File: src/sv/ccio_pkg.sv
// Shared types and constants of the coin and credit I/O block.
// No dependencies; imported by ccio_credit, the top level and the testbench.
`timescale 1ns / 1ps
`default_nettype none
package ccio_pkg;

   localparam logic [5:0] MODE_ENTRY = 6'd24;
   localparam logic [7:0] MODE_TEST  = 8'd7;
   localparam logic [7:0] MODE_PORTS = 8'd1;
   localparam logic [6:0] CREDIT_MAX = 7'd99;

   typedef struct packed {
      logic [1:0] need;
      logic [2:0] pay;
   } ccio_coinage_type;

   localparam ccio_coinage_type COIN_A_TABLE [8] = '{
      '{2'd1, 3'd1}, '{2'd2, 3'd1}, '{2'd1, 3'd3}, '{2'd3, 3'd1},
      '{2'd1, 3'd2}, '{2'd2, 3'd3}, '{2'd1, 3'd6}, '{2'd3, 3'd2}
   };

   localparam ccio_coinage_type COIN_B_TABLE [4] = '{
      '{2'd1, 3'd1}, '{2'd1, 3'd7}, '{2'd1, 3'd5}, '{2'd2, 3'd1}
   };

   typedef struct packed {
      logic coin_read;
      logic start_read;
   } ccio_credit_cmd_type;

   typedef struct packed {
      logic [3:0] coin_bits;
      logic [3:0] start_bits;
      logic [3:0] tens;
      logic [3:0] units;
   } ccio_credit_stat_type;

endpackage
`default_nettype wire

File: src/sv/ccio_ram.sv
// Generic single-port-write, single-port-read RAM with registered read data.
// No dependencies.
`timescale 1ns / 1ps
`default_nettype none
module ccio_ram #(
   parameter int WIDTH = 8,
   parameter int DEPTH = 64
) (
   input  wire logic                     clock,
   input  wire logic                     wr_en,
   input  wire logic [$clog2(DEPTH)-1:0] wr_addr,
   input  wire logic [WIDTH-1:0]         wr_data,
   input  wire logic                     rd_en,
   input  wire logic [$clog2(DEPTH)-1:0] rd_addr,
   output logic      [WIDTH-1:0]         rd_data
);

   logic [WIDTH-1:0] mem_ff [DEPTH];

   always_ff @(posedge clock) begin
      if (wr_en) begin
         mem_ff[wr_addr] <= wr_data;
      end
      if (rd_en) begin
         rd_data <= mem_ff[rd_addr];
      end
   end

endmodule
`default_nettype wire

File: src/sv/ccio_credit.sv
// Coin counting, start-button credit taking and BCD credit display.
// Depends on ccio_pkg for coinage tables and command/status structs.
`timescale 1ns / 1ps
`default_nettype none
module ccio_credit (
   input  wire logic                          clock,
   input  wire logic                          reset,
   input  wire ccio_pkg::ccio_credit_cmd_type cmd,
   input  wire logic [7:0]                    port0,
   input  wire logic [7:0]                    port1,
   input  wire logic [7:0]                    port3,
   output ccio_pkg::ccio_credit_stat_type     stat
);
   import ccio_pkg::*;

   logic [6:0] credit_ff, credit_in;
   logic [1:0] coin_a_ff, coin_a_in;
   logic [1:0] coin_b_ff, coin_b_in;
   logic [3:0] last_coin_ff, last_coin_in;
   logic [3:0] last_start_ff, last_start_in;
   logic [3:0] start_bits;
   logic [14:0] tens_prod;
   logic [6:0]  units_full;

   function automatic logic [6:0] sat_add(input logic [6:0] c, input logic [2:0] pay);
      logic [7:0] s;
      s = {1'b0, c} + {5'd0, pay};
      return (s > {1'b0, CREDIT_MAX}) ? CREDIT_MAX : s[6:0];
   endfunction

   always_comb begin
      ccio_coinage_type ent_a;
      ccio_coinage_type ent_b;
      logic [2:0] cnt;
      logic [3:0] v;
      ent_a = COIN_A_TABLE[port1[7:5]];
      ent_b = COIN_B_TABLE[port0[4:3]];
      cnt           = 3'd0;
      credit_in     = credit_ff;
      coin_a_in     = coin_a_ff;
      coin_b_in     = coin_b_ff;
      last_coin_in  = last_coin_ff;
      last_start_in = last_start_ff;
      v = port3[7:4];
      if (cmd.coin_read) begin
         if (port3[0] && !last_coin_ff[0]) begin
            cnt = {1'b0, coin_a_ff} + 3'd1;
            if (cnt >= {1'b0, ent_a.need}) begin
               credit_in = sat_add(credit_in, ent_a.pay);
               coin_a_in = 2'd0;
            end else begin
               coin_a_in = cnt[1:0];
            end
         end
         if (port3[1] && !last_coin_ff[1]) begin
            cnt = {1'b0, coin_b_ff} + 3'd1;
            if (cnt >= {1'b0, ent_b.need}) begin
               credit_in = sat_add(credit_in, ent_b.pay);
               coin_b_in = 2'd0;
            end else begin
               coin_b_in = cnt[1:0];
            end
         end
         last_coin_in = port3[3:0];
      end
      if (v[0] && !last_start_ff[0]) begin
         if (credit_in >= 7'd1) begin
            credit_in = cmd.start_read ? credit_in - 7'd1 : credit_in;
         end else begin
            v[0] = 1'b0;
         end
      end
      if (v[1] && !last_start_ff[1]) begin
         if (credit_in >= 7'd2) begin
            credit_in = cmd.start_read ? credit_in - 7'd2 : credit_in;
         end else begin
            v[1] = 1'b0;
         end
      end
      if (cmd.start_read) begin
         last_start_in = v;
      end else begin
         credit_in = cmd.coin_read ? credit_in : credit_ff;
      end
      start_bits = v;
   end

   assign tens_prod  = 15'(credit_ff) * 15'd205;
   assign units_full = credit_ff - (7'(tens_prod[14:11]) * 7'd10);
   assign stat       = '{coin_bits:  port3[3:0],
                         start_bits: start_bits,
                         tens:       tens_prod[14:11],
                         units:      units_full[3:0]};

   always_ff @(posedge clock) begin
      if (reset) begin
         credit_ff     <= '0;
         coin_a_ff     <= '0;
         coin_b_ff     <= '0;
         last_coin_ff  <= '0;
         last_start_ff <= '0;
      end else begin
         credit_ff     <= credit_in;
         coin_a_ff     <= coin_a_in;
         coin_b_ff     <= coin_b_in;
         last_coin_ff  <= last_coin_in;
         last_start_ff <= last_start_in;
      end
   end

endmodule
`default_nettype wire

File: src/sv/coin_credit_custom_io.sv
// Top level of the coin and credit custom I/O block: bus decode, mode
// handling and result staging. Depends on ccio_pkg, ccio_ram, ccio_credit.
//
//   channel   direction   handshake              payload
//   req       in          req_valid/req_ready    req_type, req_offset, req_write_data,
//                                                req_port0..req_port5
//   rsp       out         rsp_valid/rsp_ready    rsp_read_data
//
// One word accepted per cycle while req_ready is high; the RAM read and the
// input stage load at the accepting edge, the result register when the input
// stage advances while the result register is empty or being taken.
// Reset clears the RAM valid bits, mode shadow and credit state at once;
// no clearing pass is needed.
// A stalled result holds; req_ready drops only when both stages are full.
`timescale 1ns / 1ps
`default_nettype none
module coin_credit_custom_io #(
   parameter int IO_RAM_DEPTH = 64
) (
   input  wire logic       clock,
   input  wire logic       reset,
   input  wire logic       req_valid,
   output logic            req_ready,
   input  wire logic       req_type,
   input  wire logic [5:0] req_offset,
   input  wire logic [7:0] req_write_data,
   input  wire logic [7:0] req_port0,
   input  wire logic [7:0] req_port1,
   input  wire logic [7:0] req_port2,
   input  wire logic [7:0] req_port3,
   input  wire logic [7:0] req_port4,
   input  wire logic [7:0] req_port5,
   output logic            rsp_valid,
   input  wire logic       rsp_ready,
   output logic [7:0]      rsp_read_data
);
   import ccio_pkg::*;

   localparam int AW = $clog2(IO_RAM_DEPTH);

   localparam logic [5:0] OFS_COIN   = 6'd0;
   localparam logic [5:0] OFS_START  = 6'd1;
   localparam logic [5:0] OFS_TENS   = 6'd2;
   localparam logic [5:0] OFS_UNITS  = 6'd3;
   localparam logic [5:0] OFS_P4_HI  = 6'd4;
   localparam logic [5:0] OFS_P5_HI  = 6'd6;
   localparam logic [5:0] OFS_P1_HI  = 6'd16;
   localparam logic [5:0] OFS_P0_LO  = 6'd17;
   localparam logic [5:0] OFS_P0_HI  = 6'd18;
   localparam logic [5:0] OFS_P1_LO  = 6'd19;
   localparam logic [5:0] OFS_P4_LO  = 6'd34;
   localparam logic [5:0] OFS_P5_LO  = 6'd36;
   localparam logic [5:0] OFS_P2_LO  = 6'd39;
   localparam logic [7:0] TEST_AT_2  = 8'd15;
   localparam logic [7:0] TEST_AT_6  = 8'd12;
   localparam logic [7:0] TEST_AT_18 = 8'd14;
   localparam logic [7:0] TEST_AT_39 = 8'd6;

   logic                    accept, in_range, wr_en, rd_en, hit;
   logic [AW-1:0]           ram_addr;
   logic [7:0]              ram_q;
   logic [IO_RAM_DEPTH-1:0] valid_ff, valid_in;
   logic [7:0]              mode_ff, mode_in;
   logic                    s1_valid_ff, s1_valid_in;
   logic                    s1_use_ram_ff, s1_use_ram_in;
   logic [7:0]              s1_special_ff, s1_special_in;
   logic                    s1_advance;
   logic                    rsp_valid_ff, rsp_valid_in;
   logic [7:0]              rsp_data_ff, rsp_data_in;
   ccio_credit_cmd_type     cmd;
   ccio_credit_stat_type    stat;

   assign s1_advance = s1_valid_ff && (!rsp_valid_ff || rsp_ready);
   assign req_ready  = !s1_valid_ff || s1_advance;
   assign accept     = req_valid && req_ready;
   assign in_range   = 32'(req_offset) < IO_RAM_DEPTH;
   assign ram_addr   = AW'(req_offset);
   assign wr_en      = accept && !req_type && in_range;
   assign rd_en      = accept && req_type;
   assign hit        = in_range && valid_ff[ram_addr];

   ccio_ram #(
      .WIDTH(8),
      .DEPTH(IO_RAM_DEPTH)
   ) u_ram (
      .clock  (clock),
      .wr_en  (wr_en),
      .wr_addr(ram_addr),
      .wr_data(req_write_data),
      .rd_en  (rd_en),
      .rd_addr(ram_addr),
      .rd_data(ram_q)
   );

   assign cmd = '{coin_read:  rd_en && (mode_ff == MODE_PORTS) && (req_offset == OFS_COIN),
                  start_read: rd_en && (mode_ff == MODE_PORTS) && (req_offset == OFS_START)};

   ccio_credit u_credit (
      .clock(clock),
      .reset(reset),
      .cmd  (cmd),
      .port0(req_port0),
      .port1(req_port1),
      .port3(req_port3),
      .stat (stat)
   );

   always_comb begin
      valid_in = valid_ff;
      mode_in  = mode_ff;
      if (wr_en) begin
         valid_in[ram_addr] = 1'b1;
         if (req_offset == MODE_ENTRY) begin
            mode_in = req_write_data;
         end
      end
   end

   always_comb begin
      s1_use_ram_in = 1'b0;
      s1_special_in = 8'd0;
      if (req_type) begin
         if (mode_ff == MODE_TEST) begin
            case (req_offset)
               OFS_TENS:  s1_special_in = TEST_AT_2;
               OFS_P5_HI: s1_special_in = TEST_AT_6;
               OFS_P0_HI: s1_special_in = TEST_AT_18;
               OFS_P2_LO: s1_special_in = TEST_AT_39;
               default:   s1_use_ram_in = hit;
            endcase
         end else if (mode_ff == MODE_PORTS) begin
            case (req_offset)
               OFS_COIN:  s1_special_in = {4'd0, stat.coin_bits};
               OFS_START: s1_special_in = {4'd0, stat.start_bits};
               OFS_TENS:  s1_special_in = {4'd0, stat.tens};
               OFS_UNITS: s1_special_in = {4'd0, stat.units};
               OFS_P4_HI: s1_special_in = {4'd0, req_port4[7:4]};
               OFS_P5_HI: s1_special_in = {4'd0, req_port5[7:4]};
               OFS_P1_HI: s1_special_in = {4'd0, req_port1[7:4]};
               OFS_P0_LO: s1_special_in = {4'd0, req_port0[3:0]};
               OFS_P0_HI: s1_special_in = {4'd0, req_port0[7:4]};
               OFS_P1_LO: s1_special_in = {4'd0, req_port1[3:0]};
               OFS_P4_LO: s1_special_in = {4'd0, req_port4[3:0]};
               OFS_P5_LO: s1_special_in = {4'd0, req_port5[3:0]};
               OFS_P2_LO: s1_special_in = {4'd0, req_port2[3:0]};
               default:   s1_use_ram_in = hit;
            endcase
         end else begin
            s1_use_ram_in = hit;
         end
      end
   end

   always_comb begin
      s1_valid_in  = s1_valid_ff;
      rsp_valid_in = rsp_valid_ff;
      rsp_data_in  = rsp_data_ff;
      if (accept) begin
         s1_valid_in = 1'b1;
      end else if (s1_advance) begin
         s1_valid_in = 1'b0;
      end
      if (s1_advance) begin
         rsp_valid_in = 1'b1;
         rsp_data_in  = s1_use_ram_ff ? ram_q : s1_special_ff;
      end else if (rsp_ready) begin
         rsp_valid_in = 1'b0;
      end
   end

   always_ff @(posedge clock) begin
      if (reset) begin
         valid_ff     <= '0;
         mode_ff      <= '0;
         s1_valid_ff  <= 1'b0;
         rsp_valid_ff <= 1'b0;
      end else begin
         valid_ff     <= valid_in;
         mode_ff      <= mode_in;
         s1_valid_ff  <= s1_valid_in;
         rsp_valid_ff <= rsp_valid_in;
      end
   end

   always_ff @(posedge clock) begin
      if (accept) begin
         s1_use_ram_ff <= s1_use_ram_in;
         s1_special_ff <= s1_special_in;
      end
      rsp_data_ff <= rsp_data_in;
   end

   assign rsp_valid     = rsp_valid_ff;
   assign rsp_read_data = rsp_data_ff;

endmodule
`default_nettype wire

File: config.mk
export PLATFORM = sky130hd
export DESIGN_NAME = coin_credit_custom_io
export DESIGN_NICKNAME = d
export VERILOG_FILES = /design/src/sv/ccio_pkg.sv /design/src/sv/ccio_ram.sv /design/src/sv/ccio_credit.sv /design/src/sv/coin_credit_custom_io.sv
export SDC_FILE = /design/constraint.sdc
export NUM_CORES = 1
export LEC_CHECK = 0
export BUFFER_PORTS_ARGS = -buffer_cell sky130_fd_sc_hd__buf_2
export CORE_MARGIN = 2
export CORE_UTILIZATION = 67
export DETAILED_ROUTE_END_ITERATION = 6
export PLACE_DENSITY = 0.85
export SYNTH_ARGS = -nofsm -noshare
export SYNTH_HDL_FRONTEND = slang
export SYNTH_SLANG_ARGS = --single-unit
File: constraint.sdc
create_clock -name clock -period 20.5 [get_ports clock]
set_clock_uncertainty 0.1 [all_clocks]
set_input_delay 1.025 -clock clock [delete_from_list [all_inputs] [get_ports clock]]
set_output_delay 1.025 -clock clock [all_outputs]
set_load 0.1 [all_outputs]
==> results of run 1 <==
[layout by cell type (no fill, tap or decap), types with 33 or more instances in the layout]
| master | netlist | routed |
|---|---|---|
| a21oi_1 | 49 | 49 |
| a22oi_1 | 103 | 103 |
| buf_2 | 2 | 68 |
| clkbuf_16 | 0 | 57 |
| dfxtp_1 | 89 | 89 |
| edfxtp_1 | 533 | 533 |
| ha_1 | 49 | 49 |
| inv_1 | 42 | 42 |
| mux2i_1 | 33 | 33 |
| mux4_2 | 83 | 83 |
| nand2_1 | 85 | 85 |
| nor2_1 | 232 | 230 |
| o21ai_0 | 40 | 40 |
[final cells by class]
class | count | area, sq um
Multi-Input combinational cell | 1035 | 8180
Antenna cell | 2 | 5.00
Clock buffer | 81 | 1620
Clock inverter | 26 | 244
Sequential cell | 622 | 17800
Timing Repair Buffer | 97 | 562
Fill cell | 2140 | 9620
Tap cell | 518 | 648
Inverter | 44 | 165
[report_power, final]
group	switching (mW)	internal, mW	total [mW]
clock network	0.459	0.588	1.05
registers	0.00264	1.38	1.38
logic	0.105	0.0457	0.151
[layer usage]
layer	wire, um	up-vias	track usage (%)
li1	-	7134	-
met1	24300	8411	45.6
met2	32600	1488	53.8
met3	9160	241	8.52
met4	2640	2	12.6
met5	19	-	0
[registers in the layout, summed over array words and instances, names as in the netlist, 4 cells and up]
| register | cells |
|---|---|
| mode_ff | 8 |
| u_credit.credit_ff | 7 |
| u_ram.mem_ff | 512 |
| rsp_read_data | 8 |
| valid_ff | 64 |
| u_ram.rd_data | 8 |
| s1_special_ff | 4 |
[per-stage QoR]
stage,instances,cell area (sq um)
final,2425,29200
after global routing,2423,29200
after CTS,2423,29200
after detailed placement,2316,27300
after global placement,2316,27300
after floorplan,1801,26500
[worst max-delay path: cells and delay by family (launching register included)]
| kind | cells | cell delay (ns) |
|---|---|---|
| adder cells (fa/ha/maj) | 5 | 1.60 |
| buffers and inverters | 2 | 0.17 |
| AO/OA/AOI/OAI | 13 | 2.89 |
| AND/OR/NAND/NOR | 7 | 1.59 |
| flip-flops | 1 | 0.70 |
| multiplexers | 1 | 0.34 |
[cells by family after synthesis]
family	Yosys count	synth area share (%)
DFF	622	67.1
buffers and inverters	144	2.09
xor gates and xnor gates	14	0.463
AOI/OAI and AO/OA	355	9.84
muxes	126	8.74
and+or+nand+nor	478	8.42
adders and majority gates	62	3.30
[worst paths after layout]
kind | cells after the start | endpoint
worst min-delay path | 2 | mode_ff[7]$_SDFFE_PP0P_
worst min register to register | 2 | mode_ff[7]$_SDFFE_PP0P_
worst max-delay path | 28 | s1_special_ff[1]$_SDFFCE_PN0P_
worst max register to register | 28 | s1_special_ff[1]$_SDFFCE_PN0P_
==> metrics.md, run 1 <==
| Metric | Value |
|---|---|
| Tot Pwr | `2.58 mW` |
| Initial antenna violation count | `4` |
| Setup ws final | `12.84 ns` |
| Ys flop type | `edfxtp_1` |
| Height of the die | `203 um` |
| Via density | `7.12` |
| Synth Cell Area | `0.0265 sq mm` |
| Post-DP HPWL | `40,500 um` |
| Horiz. Die Dim | `203 um` |
| Core box area | `0.0388 sq mm` |
| Most frequent cell after synthesis | `edfxtp_1` |
| CP Max Fanout | `9` |
| Reg2reg start | `u_credit.credit_ff[0]$_SDFFE_PP0P_` |
| Drt pass-1 iters | `6` |
| Post-synth ARST share | `0%` |
| Startpoint types | `flop` |
| Worst Tran Pin Value | `1.33 ns` |
| DR WL/cell | `28.4 um` |
| Num CTS Buffers | `57` |
| CTS tree | `built` |
| CP max stage cell | `dfxtp_1` |
| F_max | `0.130 GHz` |
| Max_cap viols | `0` |
| Largest net degree at the start of global routing | `90` |
| DRC viols | `0` |
| CP Launch Point | `u_credit.credit_ff[0]$_SDFFE_PP0P_` |
| Sequential area share after synthesis | `67.1%` |
| FP Rows | `72` |
| DR vias | `17,300` |
| Fin crit period | `7.66 ns` |
| Fin. max-slew vios | `0` |
| Yosys reg bits | `622` |
| Area delta synth->final | `10.2%` |
| Synth top cells by count | `edfxtp_1 (533), nor2_1 (232), a22oi_1 (103)` |
| Port bufs | `72` |
| DRT Wirelength | `68,700 um` |
| Final hold violation count | `0` |
| Worst path required time | `20.76 ns` |
| CP endpoint kind | `flop` |
| H-Tree Level Count | `2` |
| Clk_lat worst skew | `0.63 ns` |
| Hold crit path type | `reg -> reg` |
| GP Congestion | `0.891` |
| Vias in the first global route | `17,100` |
| First-pass GRT wire length | `103,000 um` |
| Post-synth cell types | `88` |
| Total global-route track usage | `33.7%` |
| Avg Cell Area, Syn | `14.7 sq um` |
| YS warnings | `0` |
| Synth area leaders | `edfxtp_1 (60%), mux4_2 (7.1%), dfxtp_1 (6.7%)` |
| Initial Utilization | `68.2%` |
| Hold_buf cts | `0` |
| CP most frequent cell | `ha_1` |
| Drt initial violations | `2,822` |
| Max IR drop VDD | `0.0778 mV` |
| Critical path class | `reg -> reg` |
| Clk buf depth | `3` |
| Hold_ws | `0.360 ns` |
| Worst reg2reg setup slack | `12.84 ns` |
| Setup TNS Final | `0 ns` |
| EDFF count, synth | `533` |
| Yosys top cell area share | `60.4%` |
| CTS root buffer | `clkbuf_16` |
| Gr ovfl total | `0` |
| Clock-pin slew on the worst setup and hold paths | `0.07 ns` |
| PwrDens | `88.4 mW/mm^2` |
| CP arrival | `7.92 ns` |
| Share of layout cells above drive strength 1 | `16.4%` |
| Synth Instances | `1,801` |
| Die Area | `0.0411 sq mm` |
| Synth area leader | `edfxtp_1` |
| # Post-CTS Setup Buffers | `0` |
| Pre-CTS WS | `12.34 ns` |
| CTS sink count | `622` |
| Outcome | `finished clean` |
| Post-CTS sizing | `0` |
| RSZ-0062 raised after global routing | `false` |
| Synthesized Nets | `1,930` |
| Setup-failing EPs final | `0` |
| Final Cycle Share | `37.4%` |
| Top-Level Pins | `77` |
| Slew headroom | `11.7%` |
| CP max stage delay | `0.70 ns` |
| Hold Crit Start | `mode_ff[7]$_SDFFE_PP0P_` |
| Post-layout util | `75.2%` |
| Post-route ant nets | `0` |
| Final #Nets | `1,986` |
| Static leakage | `9.93 nW` |
No activity file was read; power rests on OpenSTA's default activity.
==> run 2: changes to the inputs <==
CORE_UTILIZATION = 62   (was 67)
PLACE_DENSITY = 0.79   (was 0.85)
clock period = 7.42 ns   (was 20.5 ns; I/O delays follow)
==> metrics.md, run 2 (synthesized netlist as in run 1, its figures left out) <==
| Metric | Value |
|---|---|
| Largest registers | `u_ram.mem_ff (512), valid_ff (64)` |
| H-Tree Level Count | `2` |
| Max reg flops | `512` |
| First-pass GRT wire length | `100,000 um` |
| Total global-route track usage | `30.7%` |
| FP Rows | `75` |
| Inst Count DP | `2,342` |
| DR WL/cell | `27.5 um` |
| Sw power | `1.57 mW` |
| Fin crit period | `6.95 ns` |
| GP Congestion | `0.902` |
| Hold crit path type | `in -> reg` |
| Hold_ws | `0.104 ns` |
| CP endpoint kind | `flop` |
| DRT Wirelength | `67,600 um` |
| Worst path required time | `7.79 ns` |
| CP max stage cell | `fa_1` |
| CP arrival | `7.32 ns` |
| DR vias | `16,800` |
| Worst Tran Pin Value | `1.36 ns` |
| Top-Level Pins | `77` |
| Commonest non-fill, non-tap cells in the layout | `edfxtp_1 (533), nor2_1 (230), a22oi_1 (103), dfxtp_1 (89), nand2_1 (85)` |
| Switching share of power | `22.2%` |
| Slew headroom | `9.65%` |
| Vias in the first global route | `16,300` |
| Filler Cell Count | `2,697` |
| Max IR drop VDD | `0.215 mV` |
| Clk pwr share | `40.2%` |
| CTS sink count | `622` |
| Die Area | `0.0444 sq mm` |
| Num CTS Buffers | `58` |
| Placed Area | `0.0274 sq mm` |
| Critical path class | `reg -> reg` |
| Setup TNS Final | `0 ns` |
| Clk buf depth | `3` |
| Pint | `5.51 mW` |
| Drt pass-1 iters | `6` |
| Horiz. Die Dim | `211 um` |
| Post-DP HPWL | `40,800 um` |
| # Post-CTS Setup Buffers | `0` |
| Combinational share of power | `5.9%` |
| CP max stage delay | `0.53 ns` |
| CP most frequent cell | `ha_1` |
| CTS tree | `built` |
| F_max | `0.144 GHz` |
| Commonest non-fill, non-tap cell in the layout | `edfxtp_1` |
| Reg-to-reg endpoint | `u_credit.credit_ff[3]$_SDFFE_PP0P_` |
| Setup-failing EPs final | `0` |
| Fin. max-slew vios | `0` |
| RSZ-0062 raised after global routing | `false` |
| Clk_lat worst skew | `0.64 ns` |
| Post-route ant nets | `0` |
| Layout Cell Area excl Fill | `0.0293 sq mm` |
| Share of layout cells above drive strength 1 | `16.2%` |
| Drt initial violations | `2,382` |
| Static leakage | `9.95 nW` |
| Reg2reg start | `u_credit.credit_ff[1]$_SDFFE_PP0P_` |
| Max_cap viols | `0` |
| Initial Utilization | `63.0%` |
| Sequential power share | `53.9%` |
| Biggest register | `u_ram.mem_ff` |
| Final Cycle Share | `93.7%` |
| Hold Crit Start | `req_type` |
| Startpoint types | `flop` |
| Height of the die | `211 um` |
| Final #Nets | `1,998` |
| Port bufs | `72` |
| Hold Path Depth | `3` |
| Via density | `6.83` |
| CP Max Fanout | `7` |
| Worst reg2reg setup slack | `0.47 ns` |
| Worst hold endpoint | `s1_special_ff[1]$_SDFFCE_PN0P_` |
| Layout Cells excl Fill | `2,457` |
| CTS root buffer | `clkbuf_16` |
| Outcome | `finished clean` |
| Largest net degree at the start of global routing | `90` |
| DRC viols | `0` |
| PwrDens | `242 mW/mm^2` |
| Core box area | `0.0420 sq mm` |
| Clock-pin slew on the worst setup and hold paths | `0.06 ns` |
| Area delta synth->final | `10.5%` |
| Initial antenna violation count | `1` |
| Gr ovfl total | `0` |
| R2R cell count | `28` |
| Final hold violation count | `0` |
| Tot Pwr | `7.08 mW` |
-- run 2: how the worst max path moves through the flow --
| stage | from | to | slack (ns) | cells after the start |
|---|---|---|---|---|
| after floorplan | req_port1[6] | s1_special_ff[1]$_SDFFCE_PN0P_ | 0.85 | 31 |
| after global placement | req_port1[6] | u_credit.credit_ff[3]$_SDFFE_PP0P_ | 0.33 | 32 |
| after detailed placement | req_port1[6] | u_credit.credit_ff[3]$_SDFFE_PP0P_ | 0.21 | 32 |
| after CTS | u_credit.credit_ff[1]$_SDFFE_PP0P_ | u_credit.credit_ff[3]$_SDFFE_PP0P_ | 0.51 | 28 |
| after global routing | u_credit.credit_ff[1]$_SDFFE_PP0P_ | u_credit.credit_ff[3]$_SDFFE_PP0P_ | 0.04 | 28 |
| final | u_credit.credit_ff[1]$_SDFFE_PP0P_ | u_credit.credit_ff[3]$_SDFFE_PP0P_ | 0.47 | 28 |
-- run 2: worst max-delay path: cells and delay by family (launching register included) --
family / cells / cell delay, ns
compound gates: 12 / 2.56
simple gates: 8 / 1.58
fa+ha+maj: 4 / 1.33
buf+inv: 3 / 0.46
flops: 1 / 0.45
mux: 1 / 0.34
-- run 2: layout make-up --
class                      count  area [sq um]  area share (%)
multi-input combinational   1035          8180            27.9
clock inverter                29           218           0.744
timing repair buffer         108           659            2.25
clock buffer                  79          1590            5.44
antenna                        1          2.50         0.00855
tap                          539           674            2.30
sequential                   622         17800            60.8
inverter                      44           165           0.564
-- run 2: through the flow --
step	worst slack (ns)	util, %
2_1_floorplan	0.847	-
3_3_place_gp	0.326	65.2
3_5_place_dp	0.211	65.2
4_1_cts	0.507	69.6
5_1_grt	0.0394	69.6
6_report	0.469	69.6
-- run 2: power by group through the flow --
stage                     Clock, mW  Sequential [mW]  Combinational, mW
after floorplan                   0             3.91              0.212
after global placement            0             3.89              0.396
after CTS                      2.86             3.82              0.408
after detailed placement          0             3.89              0.403
after global routing           2.99             3.82              0.436
final                          2.85             3.82              0.417
-- run 2: metal layers --
layer	routed length (um)	vias up	share of wire (%)	track usage [%]
li1	-	7171	-	-
met1	25500	8293	38	42.9
met2	31300	1120	46	47.4
met3	8350	187	12	7.20
met4	2520	0	3.7	12.0
met5	0	-	0	0
-- run 2: timing repair --
| item | 4_1_cts | 5_1_grt |
|---|---|---|
| endpoints found under the setup margin | 0 | 0 |
| hold buffers | 6 | 0 |
| gates resized for setup | 0 | 0 |
| endpoints found under the hold margin | 6 | 0 |
